$ cat src/rtl/frdm_ram.sv
// Generic single-port-write, single-port-read RAM with registered read data.
module frdm_ram #(
   parameter int WIDTH = 8,
   parameter int DEPTH = 16
) (
   input  logic                     clock,
   input  logic                     wr_en,
   input  logic [$clog2(DEPTH)-1:0] wr_addr,
   input  logic [WIDTH-1:0]         wr_data,
   input  logic                     rd_en,
   input  logic [$clog2(DEPTH)-1:0] rd_addr,
   output logic [WIDTH-1:0]         rd_data
);

   logic [WIDTH-1:0] mem [DEPTH];
   logic [WIDTH-1:0] rd_data_ff;

   always_ff @(posedge clock) begin
      if (wr_en) begin
         mem[wr_addr] <= wr_data;
      end
      if (rd_en) begin
         rd_data_ff <= mem[rd_addr];
      end
   end

   assign rd_data = rd_data_ff;

endmodule

$ cat config.mk
export PLATFORM = sky130hd
export DESIGN_NAME = frdm_ram
export DESIGN_NICKNAME = d
export VERILOG_FILES = /design/src/rtl/frdm_ram.sv
export SDC_FILE = /design/constraint.sdc
export NUM_CORES = 1
export LEC_CHECK = 0
export ABC_AREA = 1
export BUFFER_PORTS_ARGS = -buffer_cell sky130_fd_sc_hd__clkbuf_2
export CORE_UTILIZATION = 35
export DETAILED_ROUTE_END_ITERATION = 6
export GPL_TIMING_DRIVEN = 1
export HOLD_SLACK_MARGIN = 0.03
export SETUP_SLACK_MARGIN = 0.15
export SLEW_MARGIN = 0
export SYNTH_ARGS = -nofsm -noshare
export SYNTH_HDL_FRONTEND = slang
export SYNTH_SLANG_ARGS = --single-unit
$ cat constraint.sdc
create_clock -name clock -period 1.35 [get_ports clock]
set_clock_uncertainty 0.1 [all_clocks]
set_input_delay 0 -clock clock [delete_from_list [all_inputs] [get_ports clock]]
set_output_delay 0 -clock clock [all_outputs]
set_load 0.02 [all_outputs]
==> impl_metrics.tcl, run 1 <==
set metrics [dict create \
    outcome "completed" \
    maxCapViolations 0 \
    slowest_delay_ps 360 \
    fin_nets 627 \
    placementRows 46 \
    via_count_of_the_first_global_routing_pass 3859 \
    timing_max_transition_violations_final 0 \
    p_leak_nw 3.04 \
    synth_area_per_cell_um2 10.6 \
    most_common_library_cell_in_the_layout_ignoring_fill_and_taps "nand2_1" \
    layout.cells.non_filler 835 \
    areaGrowthSynthToFinish_pct 21.4 \
    rsz0062_at_grt "true" \
    netSwitchingPower_mw 2.05 \
    globalRouteOverflowTotal 0 \
    placed_cell_area_um2 6300 \
    power_density_nw_per_um2 1340 \
    placed_instances 795 \
    fmax_mhz 842 \
    remaining_drc_errors 0 \
    share_of_total_power_consumed_by_net_switching_pct 21.6 \
    post-route-worst-setup-slack_ps 162 \
    sum_of_negative_setup_slack_ps 0 \
    syn-num-nets 570 \
    crit_path_max_fo 1 \
    place.port_buffers 26 \
    intPower_mw 7.45 \
    pwr-share-seq_pct 50.5 \
    pre_cts_slack_ps 13.4 \
    boundaryPins 27 \
    slew_headroom_pct 57.0 \
    vias 3942 \
    route.detailed.vias_per_inst 4.72 \
    layout_cell_area_excl_fill_um2 7100 \
    core_area_um2 16100 \
    num_antenna_cells 0 \
    clock_tree.root_cell "clkbuf_16" \
    path_common_cell "nand3_2" \
    grt_use_total_pct 16.7 \
    critPathRequiredTime_ps 1420 \
    cts_post_setup_buffers_inserted 0 \
    drt_iter0_drc 335 \
    clk_pin_slew_worst_paths_ps 50 \
    design.die.area_um2 17200 \
    cts_max_level 4 \
    timing.final.hold_violations 0 \
    drt-wirelength-per-cell_um 16.4 \
    fin_worst_hold_slack_ps 116 \
    finalWeightedCongestion 0.852 \
    power.clock.fraction_pct 42.3 \
    yosys_warnings 0 \
    crit_arrival_ps 1260 \
    power.total_mw 9.50 \
    yosys.cell_types.count 11 \
    hold_path_class "input pin to register" \
    final_layout_size_suffix_gt1_share_pct 18.3 \
    dp_hpwl_mm 8.66 \
    layout.cells.most_common_list "nand2_1 (169), edfxtp_1 (136), inv_1 (100)" \
    die-width_um 131 \
    netlist_top_cells_area "edfxtp_1 (70%), nand2_1 (11%), nand3_1 (8.3%)" \
    critical_path.endpoint_type "register" \
    antenna_violations_before_repair 0 \
    initial_core_util_pct 36.3 \
    vdd.ir_drop.worst_mv 0.927 \
    netlist.top_cell.by_area "edfxtp_1" \
    worstSetupStartpointType "register" \
    p_comb_share_pct 7.2 \
    postLayoutCoreUtil_pct 44.0 \
    crit_slowest_cell "edfxtp_1" \
    seq_area_frac_synth_pct 69.8 \
    final_period_minus_worst_setup_slack_ps 1190 \
    path_cells "inv_1, nand2_1, nand3_2, nand3_2, nand3_2, nand2_1" \
    drtAntennaViolNets 0 \
    first_pass_grt_wire_length_mm 21.0 \
    detail_route.first_pass.iterations 5 \
    finalCritPeriodShare_pct 88.0 \
    num_cts_buffers 17 \
    postRouteWirelength_mm 13.7 \
    syn-instance-count 551 \
    timing.final.setup_violations 0 \
    clock_sinks 136 \
    tritoncts "yes" \
    dieHeight_um 131 \
    clock_insertion_delay_worst_skew_ps 420 \
    ctsLongestPathBuffers 2 \
    synth.cell_area_um2 5850 \
    worst-slew-pin-transition_ps 644 \
    synth.top_cell.area_share_pct 69.8 \
    largest_net_degree_at_the_start_of_global_routing 39 \
    yosys_register_bits 136 \
    crit_type "register to register" \
]
==> synthesized netlist by cell type (all sizes together) <==
| cell type | number |
|---|---|
| buf | 24 |
| edfxtp | 136 |
| inv | 102 |
| nand2 | 173 |
| nand3 | 97 |
| nand3b | 2 |
| nor2 | 17 |
==> final cells by class <==
type | instances | area [um^2]
fillers | 1516 | 9020
flip-flops and latches | 136 | 4080
multi-input cells | 289 | 1400
repair buffers | 62 | 457
clock buffers | 23 | 448
inverters | 102 | 383
well taps | 216 | 270
clock inverters | 7 | 55.1
==> critical path: cells and delay by family (launching register included) <==
family,cells,cell delay (ps)
AND/OR/NAND/NOR,5,420
buffers and inverters,1,60
flip-flops,1,360
==> cells by family (layout without fill, tap and decap cells) <==
kind of cell / Yosys count / count (layout) / share of synthesized area, %
and+or+nand+nor: 289 / 289 / 20.8
DFF: 136 / 136 / 69.8
buffers and inverters: 126 / 194 / 9.39
==> sequential cells by signal (all words and copies together) (netlist names) <==
signal / count
mem: 128
rd_data: 8
==> timing repair <==
| action | in CTS | in global routing |
|---|---|---|
| hold buffers | 10 | 0 |
| pin swaps | 0 | 21 |
| setup endpoints to repair | 5 | 9 |
| endpoints found under the hold margin | 138 | 0 |
| gates resized for setup | 4 | 38 |
==> power by group through the flow <==
stage	Sequential (mW)	Combinational (mW)	Clock [mW]
floorplan	4.89	0.333	0
global placement	4.88	0.602	0
detailed placement	4.88	0.609	0
CTS	4.80	0.640	4.09
global route	4.80	0.750	4.26
finish	4.80	0.683	4.02
==> final timing paths <==
check	from	to	slack [ps]	depth (start not counted)
worst max-delay path	mem[8][7]	rd_data[7]	160	6
worst min-delay path	wr_en	mem[2][7]	120	4
worst max register to register	mem[8][7]	rd_data[7]	160	6
worst min register to register	mem[2][3]	rd_data[3]	660	6
==> per-layer routing <==
metal  up-vias  global-route usage [%]  part of all wire (%)
li1       1890                       -                     -
met1      1928                    21.6                    45
met2       100                    25.9                    48
met3        24                    4.75                   5.4
met4         0                    7.62                   2.2
met5         -                       0                     0
No activity file was read; power rests on OpenSTA's default activity.
==> inputs of run 2 (changes only) <==
==> constraint.sdc (replaced) <==
create_clock -name clock -period 1.2 [get_ports clock]
set_clock_uncertainty 0.1 [all_clocks]
set_input_delay 0 -clock clock [delete_from_list [all_inputs] [get_ports clock]]
set_output_delay 0 -clock clock [all_outputs]
set_load 0.02 [all_outputs]
==> run 2 against run 1 <==
Effect of this change:
- utilization grew 0.18 points
- die area is the same
- via count shrank 0.15%
- flip-flop and latch count is the same
- global-route usage shrank 0.092 points
- critical endpoint is now rd_data[6]
- final cell count shrank 0.24%
- fmax grew 0.14%
- design area grew 0.41%
- setup slack lost 150 ps
- register-to-register slack lost 150 ps
==> impl_metrics.tcl, run 2 (same netlist as run 1, synthesis figures left out) <==
set metrics [dict create \
    drt_iter0_drc 394 \
    route.detailed.vias_per_inst 4.73 \
    maxCapViolations 0 \
    most_common_library_cell_in_the_layout_ignoring_fill_and_taps "nand2_1" \
    critPathLaunch "mem[14][6]" \
    largest_net_degree_at_the_start_of_global_routing 39 \
    num_antenna_cells 0 \
    first_pass_grt_wire_length_mm 21.1 \
    finalWeightedCongestion 0.867 \
    layout.cells.non_filler 833 \
    path_cells "inv_1, nand2_1, nand3_1, nand3_2, nand3_2, nand2_1" \
    hold_path_class "input pin to register" \
    via_count_of_the_first_global_routing_pass 3856 \
    clock_sinks 136 \
    fmax_mhz 843 \
    multi_input_area_um2 1410 \
    final_period_minus_worst_setup_slack_ps 1190 \
    final_layout_size_suffix_gt1_share_pct 19.3 \
    crit_path_max_fo 1 \
    dieHeight_um 131 \
    outcome "completed" \
    placed_instances 797 \
    tritoncts "yes" \
    vdd.ir_drop.worst_mv 1.07 \
    remaining_drc_errors 0 \
    critPathRequiredTime_ps 1270 \
    seqCellArea_um2 4080 \
    finalCritPeriodShare_pct 98.9 \
    rsz0062_at_grt "true" \
    worstSetupStartpointType "register" \
    worst_hold_startpoint "wr_data[5]" \
    num_cts_buffers 17 \
    layout.cells.most_common_list "nand2_1 (170), edfxtp_1 (136), inv_1 (99)" \
    timing.final.setup_violations 0 \
    vias 3936 \
    globalRouteOverflowTotal 0 \
    clock_insertion_delay_worst_skew_ps 420 \
    clock_tree.root_cell "clkbuf_16" \
    placed_cell_area_um2 6330 \
    placementRows 46 \
    clk_pin_slew_worst_paths_ps 50 \
    timing_max_transition_violations_final 0 \
    critical_path.endpoint_type "register" \
    areaGrowthSynthToFinish_pct 21.8 \
    drtAntennaViolNets 0 \
    slew_headroom_pct 56.7 \
    boundaryPins 27 \
    drt-wirelength-per-cell_um 16.3 \
    fin_nets 626 \
    design.die.area_um2 17200 \
    rr_startpoint "mem[14][6]" \
    dp_hpwl_mm 8.79 \
    crit_type "register to register" \
    antenna_violations_before_repair 0 \
    place.port_buffers 26 \
    num-fill-cells 1516 \
    worst-path-buf-inv 1 \
    ctsLongestPathBuffers 2 \
    p_leak_nw 3.05 \
    crit_slowest_cell "edfxtp_1" \
    die-width_um 131 \
    initial_core_util_pct 36.3 \
    timing.final.hold_violations 0 \
    cts_post_setup_buffers_inserted 0 \
    slowest_delay_ps 350 \
    worst_path_dominant_cell_family "simple AND/OR/NAND/NOR gates" \
    power_density_nw_per_um2 1470 \
    max_reg_flops 128 \
    layout_cell_area_excl_fill_um2 7120 \
    postRouteWirelength_mm 13.5 \
    cts_max_level 4 \
    largest-register "mem" \
    detail_route.first_pass.iterations 5 \
    worst-slew-pin-transition_ps 648 \
    grt_use_total_pct 16.6 \
    power.total_mw 10.5 \
    crit_arrival_ps 1250 \
    core_area_um2 16100 \
]
[run 2: cell count changes in the layout (fill, tap and decap cells not counted), sizes merged]
cell,previous run,this run
buf,27,35
clkbuf,48,40
dlygate4sd3,10,7
clkinv,6,8
bufinv,1,0
[run 2: stage by stage]
step	setup slack (ps)	util [%]	setup TNS, ps	hold slack [ps]
finish	13.3	44.2	0	43.0
global route	-31.3	44.2	-153	42.6
CTS	31.4	43.6	0	40.8
detailed placement	-118	39.3	-796	320
global placement	-109	39.3	-651	312
floorplan	149	-	0	-1.13
[run 2: path summary, 6_finish.rpt]
| path | end | slack [ps] | cells after the start |
|---|---|---|---|
| max | rd_data[6] | 10 | 6 |
| min reg2reg | rd_data[2] | 650 | 6 |
| max reg2reg | rd_data[6] | 10 | 6 |
| min | mem[7][5] | 40 | 1 |
[run 2: final cells by class]
cell class	instances	area share, %
repair buffers	61	7.02
multi-input cells	289	19.8
well taps	216	3.79
clock buffers	21	6.18
flip-flops and latches	136	57.3
inverters	102	5.37
clock inverters	8	0.492
[run 2: timing repair]
item / in CTS / in global routing
hold buffers: 7 / 0
endpoints found under the setup margin: 14 / 16
endpoints found under the hold margin: 89 / 0
pin swaps: 26 / 7
gates resized for setup: 33 / 32
[run 2: metal layers]
layer / vias to the layer above / track usage (%) / wire (um)
met5: - / 0 / 0
met3: 11 / 4.40 / 806
met2: 104 / 26.0 / 6600
met1: 1934 / 22.2 / 5990
li1: 1887 / - / -
met4: 0 / 5.81 / 145
[run 2: power breakdown]
| group | switching, mW | internal (mW) | total (mW) |
|---|---|---|---|
| clock | 1.73 | 2.55 | 4.27 |
| sequential | 0.0425 | 5.36 | 5.40 |
| combinational | 0.526 | 0.271 | 0.798 |
