===== config.mk =====
export PLATFORM = sky130hd
export DESIGN_NAME = frdm_mod_unit
export DESIGN_NICKNAME = d
export VERILOG_FILES = /design/src/rtl/frdm_pkg.sv /design/src/rtl/frdm_mod_unit.sv
export SDC_FILE = /design/constraint.sdc
export NUM_CORES = 1
export LEC_CHECK = 0
export BUFFER_PORTS_ARGS = -buffer_cell sky130_fd_sc_hd__buf_2
export CAP_MARGIN = 20
export CORE_UTILIZATION = 58
export CTS_BUF_LIST = sky130_fd_sc_hd__clkbuf_8
export DETAILED_ROUTE_END_ITERATION = 8
export GPL_TIMING_DRIVEN = 0
export PLACE_DENSITY = 0.82
export SYNTH_ARGS = -nofsm -noshare
export SYNTH_HDL_FRONTEND = slang
export SYNTH_SLANG_ARGS = --single-unit

===== constraint.sdc =====
create_clock -name clock -period 3.6 [get_ports clock]
set_input_delay 0.18 -clock clock [delete_from_list [all_inputs] [get_ports clock]]
set_output_delay 0.18 -clock clock [all_outputs]
set_load 0.01 [all_outputs]

===== src/rtl/frdm_pkg.sv =====
// Shared widths, reset values, codes and inter-module types of the frame ring descriptor manager.
package frdm_pkg;

   // Field and register widths.
   localparam int COUNT_W     = 64;
   localparam int RING_W      = 32;
   localparam int SLOTS_W     = 8;
   localparam int MAXLEN_W    = 24;
   localparam int PAYLOAD_W   = 24;
   localparam int EXT_W       = 16;
   localparam int TAG_W       = 32;
   localparam int LEN_W       = 25;
   localparam int ADDR_W      = 32;
   localparam int STATUS_W    = 2;
   localparam int CSR_INDEX_W = 2;
   localparam int CSR_DATA_W  = 32;
   localparam int DIVISOR_W   = 32;

   // Defaults for the top-level parameters.
   localparam int SLOT_DEPTH_DEF    = 128;
   localparam int POSITION_BITS_DEF = 64;

   // Register reset values.
   localparam logic [RING_W-1:0]   RING_SIZE_RESET   = 32'd33792000;
   localparam logic [SLOTS_W-1:0]  FRAME_SLOTS_RESET = 8'd100;
   localparam logic [MAXLEN_W-1:0] MAX_LEN_RESET     = 24'd307200;

   // A tenth of an 8-bit slot count is (count * 205) >> 11, exact for every such count.
   localparam logic [2*SLOTS_W-1:0] TENTH_MUL   = 16'd205;
   localparam int                   TENTH_SHIFT = 11;

   typedef enum logic [STATUS_W-1:0] {
      STATUS_OK       = 2'd0,
      STATUS_TOO_LONG = 2'd1,
      STATUS_FULL     = 2'd2,
      STATUS_EMPTY    = 2'd3
   } status_type;

   typedef enum logic [CSR_INDEX_W-1:0] {
      CSR_RING_SIZE   = 2'd0,
      CSR_FRAME_SLOTS = 2'd1,
      CSR_MAX_LEN     = 2'd2
   } csr_index_type;

   typedef enum logic {
      KIND_PUT = 1'b0,
      KIND_GET = 1'b1
   } kind_type;

   // Request to and answer from the shared modulo unit.
   typedef struct packed {
      logic                 start;
      logic [COUNT_W-1:0]   dividend;
      logic [DIVISOR_W-1:0] divisor;
   } mod_req_type;

   typedef struct packed {
      logic                 done;
      logic [DIVISOR_W-1:0] remainder;
   } mod_rsp_type;

endpackage


===== src/rtl/frdm_mod_unit.sv =====
// Shared restoring modulo unit: one dividend bit per cycle, remainder held until the next start.
module frdm_mod_unit (
   input  logic                  clock,
   input  logic                  reset,
   input  frdm_pkg::mod_req_type mod_req,
   output frdm_pkg::mod_rsp_type mod_rsp
);
   import frdm_pkg::*;

   localparam int CntBits = $clog2(COUNT_W + 1);

   logic [COUNT_W-1:0]   dvd_ff, dvd_in;
   logic [DIVISOR_W-1:0] dvs_ff, dvs_in;
   logic [DIVISOR_W-1:0] rem_ff, rem_in;
   logic [CntBits-1:0]   cnt_ff, cnt_in;
   logic                 done_ff, done_in;
   logic [DIVISOR_W:0]   trial;
   logic [DIVISOR_W:0]   diff;

   always_comb begin
      trial   = {rem_ff, dvd_ff[COUNT_W-1]};
      diff    = trial - {1'b0, dvs_ff};
      dvd_in  = dvd_ff;
      dvs_in  = dvs_ff;
      rem_in  = rem_ff;
      cnt_in  = cnt_ff;
      done_in = 1'b0;
      if (mod_req.start) begin
         dvd_in = mod_req.dividend;
         dvs_in = mod_req.divisor;
         rem_in = '0;
         cnt_in = CntBits'(COUNT_W);
      end else if (cnt_ff != '0) begin
         dvd_in = dvd_ff << 1;
         // A borrow out of the trial subtraction means the divisor did not fit.
         rem_in = diff[DIVISOR_W] ? trial[DIVISOR_W-1:0] : diff[DIVISOR_W-1:0];
         cnt_in = cnt_ff - CntBits'(1);
         if (cnt_ff == CntBits'(1)) begin
            done_in = 1'b1;
         end
      end
   end

   always_ff @(posedge clock) begin
      if (reset) begin
         cnt_ff  <= '0;
         done_ff <= 1'b0;
      end else begin
         cnt_ff  <= cnt_in;
         done_ff <= done_in;
      end
   end

   always_ff @(posedge clock) begin
      dvd_ff <= dvd_in;
      dvs_ff <= dvs_in;
      rem_ff <= rem_in;
   end

   assign mod_rsp.done      = done_ff;
   assign mod_rsp.remainder = rem_ff;

endmodule


==> impl_results.md, run 1 <==
- Worst relative slew slack: 0.4650
- Outcome: finished clean
- Final Hold Vio Count: 0
- Via count: 5700
- Post-synth EDFFs: 96
- Net Sw Frac: 0.3878
- Flop pwr share: 0.352
- Hold Crit Class: input pin to flop
- Largest net degree at the start of global routing: 41
- Placed insts: 949
- Setup Crit Path Kind: flop to flop
- WL/cell: 16.47 µm
- Smallest setup slack after layout: 0.4535 ns
- Layout Area Growth over Synthesis: 22.01%
- First-pass GRT wire length: 26810 µm
- Worst path cell trace: inv_1 -> ha_1 -> fa_1 -> nand2b_1 -> a21o_1 -> nand2_1 -> a21oi_2 -> o31ai_1 -> a311oi_1 -> xnor2_1 -> mux2i_1 -> a211oi_1
- Synth Warn #: 0
- Max Slew Vio Count: 0
- GPL Wtd Cong: 0.9275
- Crit path largest cell delay: 0.61 ns
- Highest Clock Rate: 317.8 MHz
- Initial Utilization: 0.6057
- Placed cell areas: 0.008283 mm²
- Startpoint of the worst hold path: mod_req[32]
- Slew @ Worst Pin: 0.8025 ns
- Required time worst endpoint: 3.96 ns
- Pwr dens: 795.8 mW/mm²
- Die area: 0.01321 mm²
- Final wirelength: 16700 µm
- Sequential area share after synthesis: 0.4980
- Max clock buf depth: 2
- Peak supply drop: 453.5 µV
- Internal power: 4.397 mW
- Clock group share of total power: 0.181
- Register clock-pin slew on the reported worst setup and hold paths: 0.08 ns
- Worst Path Arrival: 3.51 ns
- Top Ports: 132
- Mapped cell area: 0.007397 mm²
- Placeable Area: 0.01221 mm²
- Hold EP: dvd_ff[0]$_SDFFCE_PN0P_
- Reg-to-reg endpoint: rem_ff[30]$_SDFFE_PP0P_
- H-tree depth: 4
- Total GRT Usage: 0.2672
- Number of cell rows: 40
- Synth cell types: 59
- Die X: 114.9 µm
- Clock Sinks: 136
- Net Count, Synth: 783
- MaxCap Viol Count: 0
- Cts bufs inserted: 17
- CP endpoint kind: flop
- DRT Pass-1 Iters: 4
- Flop2flop setup slack: 0.45 ns
- I/O Buffers: 131
- Postcts setup bufs: 0
- CP max-delay cell: o31ai_1
- Worst setup SP type: flop
- Layout cells sized above 1: 0.3026
- Ant. Diodes: 0
- Clk_skew: 0.01351 ns
- Layout Nets: 967
- Post-Synthesis Cells: 649
- Remaining global-route overflow: 0
- RSZ-0062 raised after global routing: false
- Final Critical Period: 3.146 ns
- Post-cts sizing count: 0
- Leak pwr: 3.873 nW
- Final HPWL DP: 12050 µm
- WHS: 0.02554 ns
- Dpl ws: 0.4818 ns
- Antenna violations before repair: 0
- Number of remaining DRC errors: 0
- Launch point of the worst reg-to-reg path: dvd_ff[63]$_DFFE_PP_
- FF-to-FF path depth: 12
- Starting DRT DRC Count: 397
- # hold bufs at CTS: 33
- Mean area per synthesized cell: 11.40 µm²
- Synthesized flop and latch total: 136
- Dominant synthesized flop cell: edfxtp_1
- Vias per inst: 5.621
- Worst-skew pair later-pin latency: 0.45 ns
- Vias in the first global route: 5699
- Asr flop ratio synth: 0
- CTS tree: built
- Root buffer cell: clkbuf_8
- NetSw: 2.785 mW
- Comb pwr share: 0.467
- Final setup fails: 0
- Die Y: 114.9 µm
- Non-Filler Instances: 1014
- Crit Path Max Fanout: 4
- WHS Path Cells: 2
- Fin crit share: 0.8740
- Post-route cell area: 0.009025 mm²
- Routed Antenna Nets: 0
-- placed cells by master (no fill, tap or decap), drive strengths merged, types with 7 or more instances in the layout --
cell / count
and3: 7
xor2: 17
mux2i: 27
mux2: 65
nor2: 57
a31oi: 9
ha: 34
nor3: 9
a211oi: 27
dfxtp: 40
buf: 144
clkbuf: 37
o21ai: 21
inv: 47
nand3: 17
a21o: 11
edfxtp: 96
dlygate4sd3: 33
nand2: 29
xnor2: 19
a21oi: 32
-- flip-flops by register name, indices dropped and copies added (netlist names) --
name / cells
rem_ff: 32
dvd_ff: 64
done_ff: 1
cnt_ff: 7
dvs_ff: 32
-- kinds of logic (layout without fill, tap and decap cells) --
group | after synthesis | count (layout) | synth area share
simple gates | 141 | 141 | 0.08779
flops | 136 | 136 | 0.4980
compound gates | 134 | 134 | 0.1277
mux | 92 | 92 | 0.1365
buf+inv | 75 | 272 | 0.04465
xor+xnor | 36 | 36 | 0.04516
fa+ha+maj | 35 | 35 | 0.06022
-- power groups by stage --
stage               Combinational (mW)  Sequential, mW  Clock [mW]
floorplan                         2.45            2.54           0
global placement                  3.17            2.54           0
detailed placement                3.28            2.56           0
CTS                               3.33            2.53        1.32
global route                      3.67            2.58        1.38
finish                            3.35            2.53        1.30
-- critical path, delay by kind of cell (launching register included) --
| kind | cells | cell delay, ns |
|---|---|---|
| buffers and inverters | 1 | 0.05 |
| AND/OR/NAND/NOR | 2 | 0.34 |
| flip-flops | 1 | 0.33 |
| adder cells (fa/ha/maj) | 2 | 0.62 |
| multiplexers | 1 | 0.11 |
| XOR/XNOR | 1 | 0.19 |
| AO/OA/AOI/OAI | 5 | 1.43 |
-- worst max-delay path by stage --
| stage | startpoint | end | slack, ns | cells after the start |
|---|---|---|---|---|
| final | dvd_ff[63]$_DFFE_PP_ | rem_ff[30]$_SDFFE_PP0P_ | 0.45 | 12 |
| after CTS | dvd_ff[63]$_DFFE_PP_ | rem_ff[30]$_SDFFE_PP0P_ | 0.50 | 12 |
| after detailed placement | mod_req[96] | dvd_ff[19]$_DFFE_PP_ | 0.48 | 6 |
| after global placement | mod_req[96] | dvd_ff[17]$_DFFE_PP_ | -0.48 | 5 |
| after floorplan | cnt_ff[0]$_SDFFE_PP0P_ | dvd_ff[0]$_SDFFCE_PN0P_ | 0.77 | 6 |
| after global routing | dvd_ff[63]$_DFFE_PP_ | rem_ff[26]$_SDFFE_PP0P_ | 0.32 | 12 |
-- Yosys cell counts, types with 3 or more instances --
cell      instances  area (µm²)
a211oi_1         25       187.7
a21o_1           10       75.07
a21oi_1          31       155.2
a311oi_1          3       26.28
a31oi_1           7       43.79
and3_1            7       43.79
buf_2             6       30.03
buf_6             5       56.30
clkbuf_1         20       75.07
dfxtp_1          40       800.8
edfxtp_1         96        2883
ha_1             34       425.4
inv_1            43       161.4
mux2_2           63       709.4
mux2i_1          27       270.3
nand2_1          29       108.9
nand2b_1          5       31.28
nand3_1          16       80.08
nand4_1           4       25.02
nor2_1           57       214.0
nor2b_1           3       18.77
nor3_1            9       45.04
o211ai_1          4       30.03
o21a_1            5       37.54
o21ai_0          18       90.09
o21bai_1          4       30.03
o31ai_1           3       22.52
xnor2_1          18       157.7
xor2_1           17       148.9
-- layer usage --
| metal | share of wire | up-vias | wire, µm | GRT usage |
|---|---|---|---|---|
| li1 | - | 2754 | - | - |
| met1 | 0.42 | 2701 | 7083 | 0.3181 |
| met2 | 0.48 | 205 | 8032 | 0.4450 |
| met3 | 0.064 | 40 | 1076 | 0.07749 |
| met4 | 0.030 | 0 | 505 | 0.1299 |
| met5 | 0 | - | 0 | 0 |
-- stage by stage --
step                      TNS, ns    util  power [mW]
final                           0  0.7390       7.182
after global routing            0  0.7390       7.636
after CTS                       0  0.7390       7.179
after detailed placement        0  0.6783       5.841
after global placement     -30.43  0.6766       5.714
after floorplan                 0       -       4.986
-- layout make-up --
type                       count  area [µm²]
multi-input combinational    438        3383
clock buffer                  17       234.0
clock inverter                15       177.7
tap                          168       210.2
buffer                        32       168.9
inverter                      43       161.4
timing repair buffer         165        1006
sequential                   136        3684
fill                         890        3187
Power figures use the tool's default switching activity.
==> run 2: changes to the inputs <==
--- a/config.mk
+++ b/config.mk
@@ -7,10 +7,12 @@
 export LEC_CHECK = 0
 export BUFFER_PORTS_ARGS = -buffer_cell sky130_fd_sc_hd__buf_2
 export CAP_MARGIN = 20
+export CORE_MARGIN = 2
 export CORE_UTILIZATION = 58
 export CTS_BUF_LIST = sky130_fd_sc_hd__clkbuf_8
 export DETAILED_ROUTE_END_ITERATION = 8
 export GPL_TIMING_DRIVEN = 0
+export MAX_ROUTING_LAYER = met4
 export PLACE_DENSITY = 0.82
 export SYNTH_ARGS = -nofsm -noshare
 export SYNTH_HDL_FRONTEND = slang
==> impl_results.md, run 2 (synthesis results as in run 1) <==
- DRT Pass-1 Iters: 5
- H-tree depth: 4
- Final Critical Period: 3.150 ns
- Comb pwr share: 0.472
- Placed cell areas: 0.008288 mm²
- Highest Clock Rate: 317.4 MHz
- Starting DRT DRC Count: 316
- Worst relative slew slack: 0.4159
- Clock Sinks: 136
- Remaining global-route overflow: 0
- Die X: 116.9 µm
- Largest net degree at the start of global routing: 37
- Smallest setup slack after layout: 0.4496 ns
- GPL Wtd Cong: 0.9136
- Die Y: 116.9 µm
- Fin crit share: 0.8751
- Max Slew Vio Count: 0
- Final Hold Vio Count: 0
- Worst setup SP type: flop
- Clk_skew: 0.01332 ns
- Number of cell rows: 41
- Total GRT Usage: 0.2744
- Post-cts sizing count: 0
- Register clock-pin slew on the reported worst setup and hold paths: 0.08 ns
- Layout Nets: 967
- Required time worst endpoint: 3.95 ns
- CP endpoint kind: flop
- Initial Utilization: 0.5910
- Hold Crit Class: input pin to flop
- Vias per inst: 5.584
- Internal power: 4.410 mW
- Most frequent cells in the layout: 137 x buf_2, 96 x edfxtp_1, 63 x mux2_2, 57 x nor2_1, 44 x inv_1
- Number of remaining DRC errors: 0
- Dpl ws: 0.3522 ns
- First-pass GRT wire length: 27670 µm
- Layout cells sized above 1: 0.3018
- I/O Buffers: 131
- NetSw: 2.820 mW
- Net Sw Frac: 0.3900
- Layout Area Growth over Synthesis: 22.01%
- Crit Path Max Fanout: 4
- Biggest register: dvd_ff
- Final wirelength: 17560 µm
- Outcome: finished clean
- Pwr dens: 801.1 mW/mm²
- Largest register FFs: 64
- Setup Crit Path Kind: flop to flop
- Placeable Area: 0.01252 mm²
- Post-route cell area: 0.009025 mm²
- Slew @ Worst Pin: 0.8762 ns
- Die area: 0.01367 mm²
- Worst Path Arrival: 3.50 ns
- Ant. Diodes: 0
- CTS tree: built
- Root buffer cell: clkbuf_8
- MaxCap Viol Count: 0
- Via count: 5679
- Commonest non-fill, non-tap cell in the layout: buf_2
- Final setup fails: 0
- Antenna violations before repair: 0
- Top Registers: dvd_ff: 64 flops, dvs_ff: 32 flops, rem_ff: 32 flops
- Worst-skew pair later-pin latency: 0.44 ns
- Max clock buf depth: 2
- Peak supply drop: 444.1 µV
- Setup_tns: 0 ns
- Top Ports: 132
- Cts bufs inserted: 17
- Postcts setup bufs: 0
- Routed Antenna Nets: 0
- RSZ-0062 raised after global routing: false
- WL/cell: 17.27 µm
- Clock group share of total power: 0.177
- Vias in the first global route: 5791
- Flop pwr share: 0.350
- Final HPWL DP: 12750 µm
- Leak pwr: 3.867 nW
- WHS: 0.03340 ns
-- run 2: cell count changes in the layout (fill, tap and decap cells not counted) --
| cell | previous run | this run |
|---|---|---|
| clkbuf_8 | 17 | 18 |
| clkinv_4 | 4 | 3 |
| inv_6 | 2 | 0 |
| clkinvlp_4 | 3 | 4 |
-- run 2: power groups by stage --
stage          combinational [mW]  sequential (mW)  clock (mW)
2_1_floorplan                2.45             2.54           0
3_3_place_gp                 3.23             2.55           0
3_5_place_dp                 3.34             2.56           0
5_1_grt                      3.75             2.59        1.37
6_report                     3.41             2.53        1.28
4_1_cts                      3.39             2.53        1.30
-- run 2: final timing paths --
path                            from                      end  slack [ns]  cells after the start
max             dvd_ff[63]$_DFFE_PP_  rem_ff[30]$_SDFFE_PP0P_        0.45                     12
min                      mod_req[32]  dvd_ff[0]$_SDFFCE_PN0P_        0.03                      2
max reg2reg     dvd_ff[63]$_DFFE_PP_  rem_ff[30]$_SDFFE_PP0P_        0.45                     12
min reg2reg  rem_ff[21]$_SDFFE_PP0P_  rem_ff[21]$_SDFFE_PP0P_        0.53                      2
-- run 2: timing repair --
item                                    CTS  global route
hold endpoints to repair                 35             0
hold buffers                             33             0
endpoints found under the setup margin    0             0
-- run 2: worst max-delay path, stage by stage (launching register included) --
cell and delay (ns):
edfxtp_1 0.33, inv_1 0.05, ha_1 0.22, fa_1 0.41, nand2b_1 0.19, a21o_1 0.21, nand2_1 0.16, a21oi_2 0.11
o31ai_1 0.58, a311oi_1 0.23, xnor2_1 0.19, mux2i_1 0.12, a211oi_1 0.25
-- run 2: area by class of cell --
cell class	instances	area [µm²]
flip-flops and latches	136	3684
plain buffers	32	168.9
well taps	172	215.2
inverters	43	161.4
multi-input cells	438	3383
clock inverters	13	158.9
fillers	917	3492
clock buffers	18	247.7
repair buffers	165	1006
-- run 2: metrics by stage --
| stage | power [mW] | cells | utilization |
|---|---|---|---|
| after floorplan | 4.986 | 649 | - |
| after global placement | 5.781 | 952 | 0.6605 |
| after detailed placement | 5.898 | 953 | 0.6621 |
| after CTS | 7.223 | 1017 | 0.7210 |
| after global routing | 7.700 | 1017 | 0.7210 |
| final | 7.230 | 1017 | 0.7210 |
-- run 2: layer usage --
metal,track usage,share of wire
met1,0.3353,0.43
met2,0.4474,0.49
met3,0.07055,0.059
met4,0.09020,0.022
met5,-,0
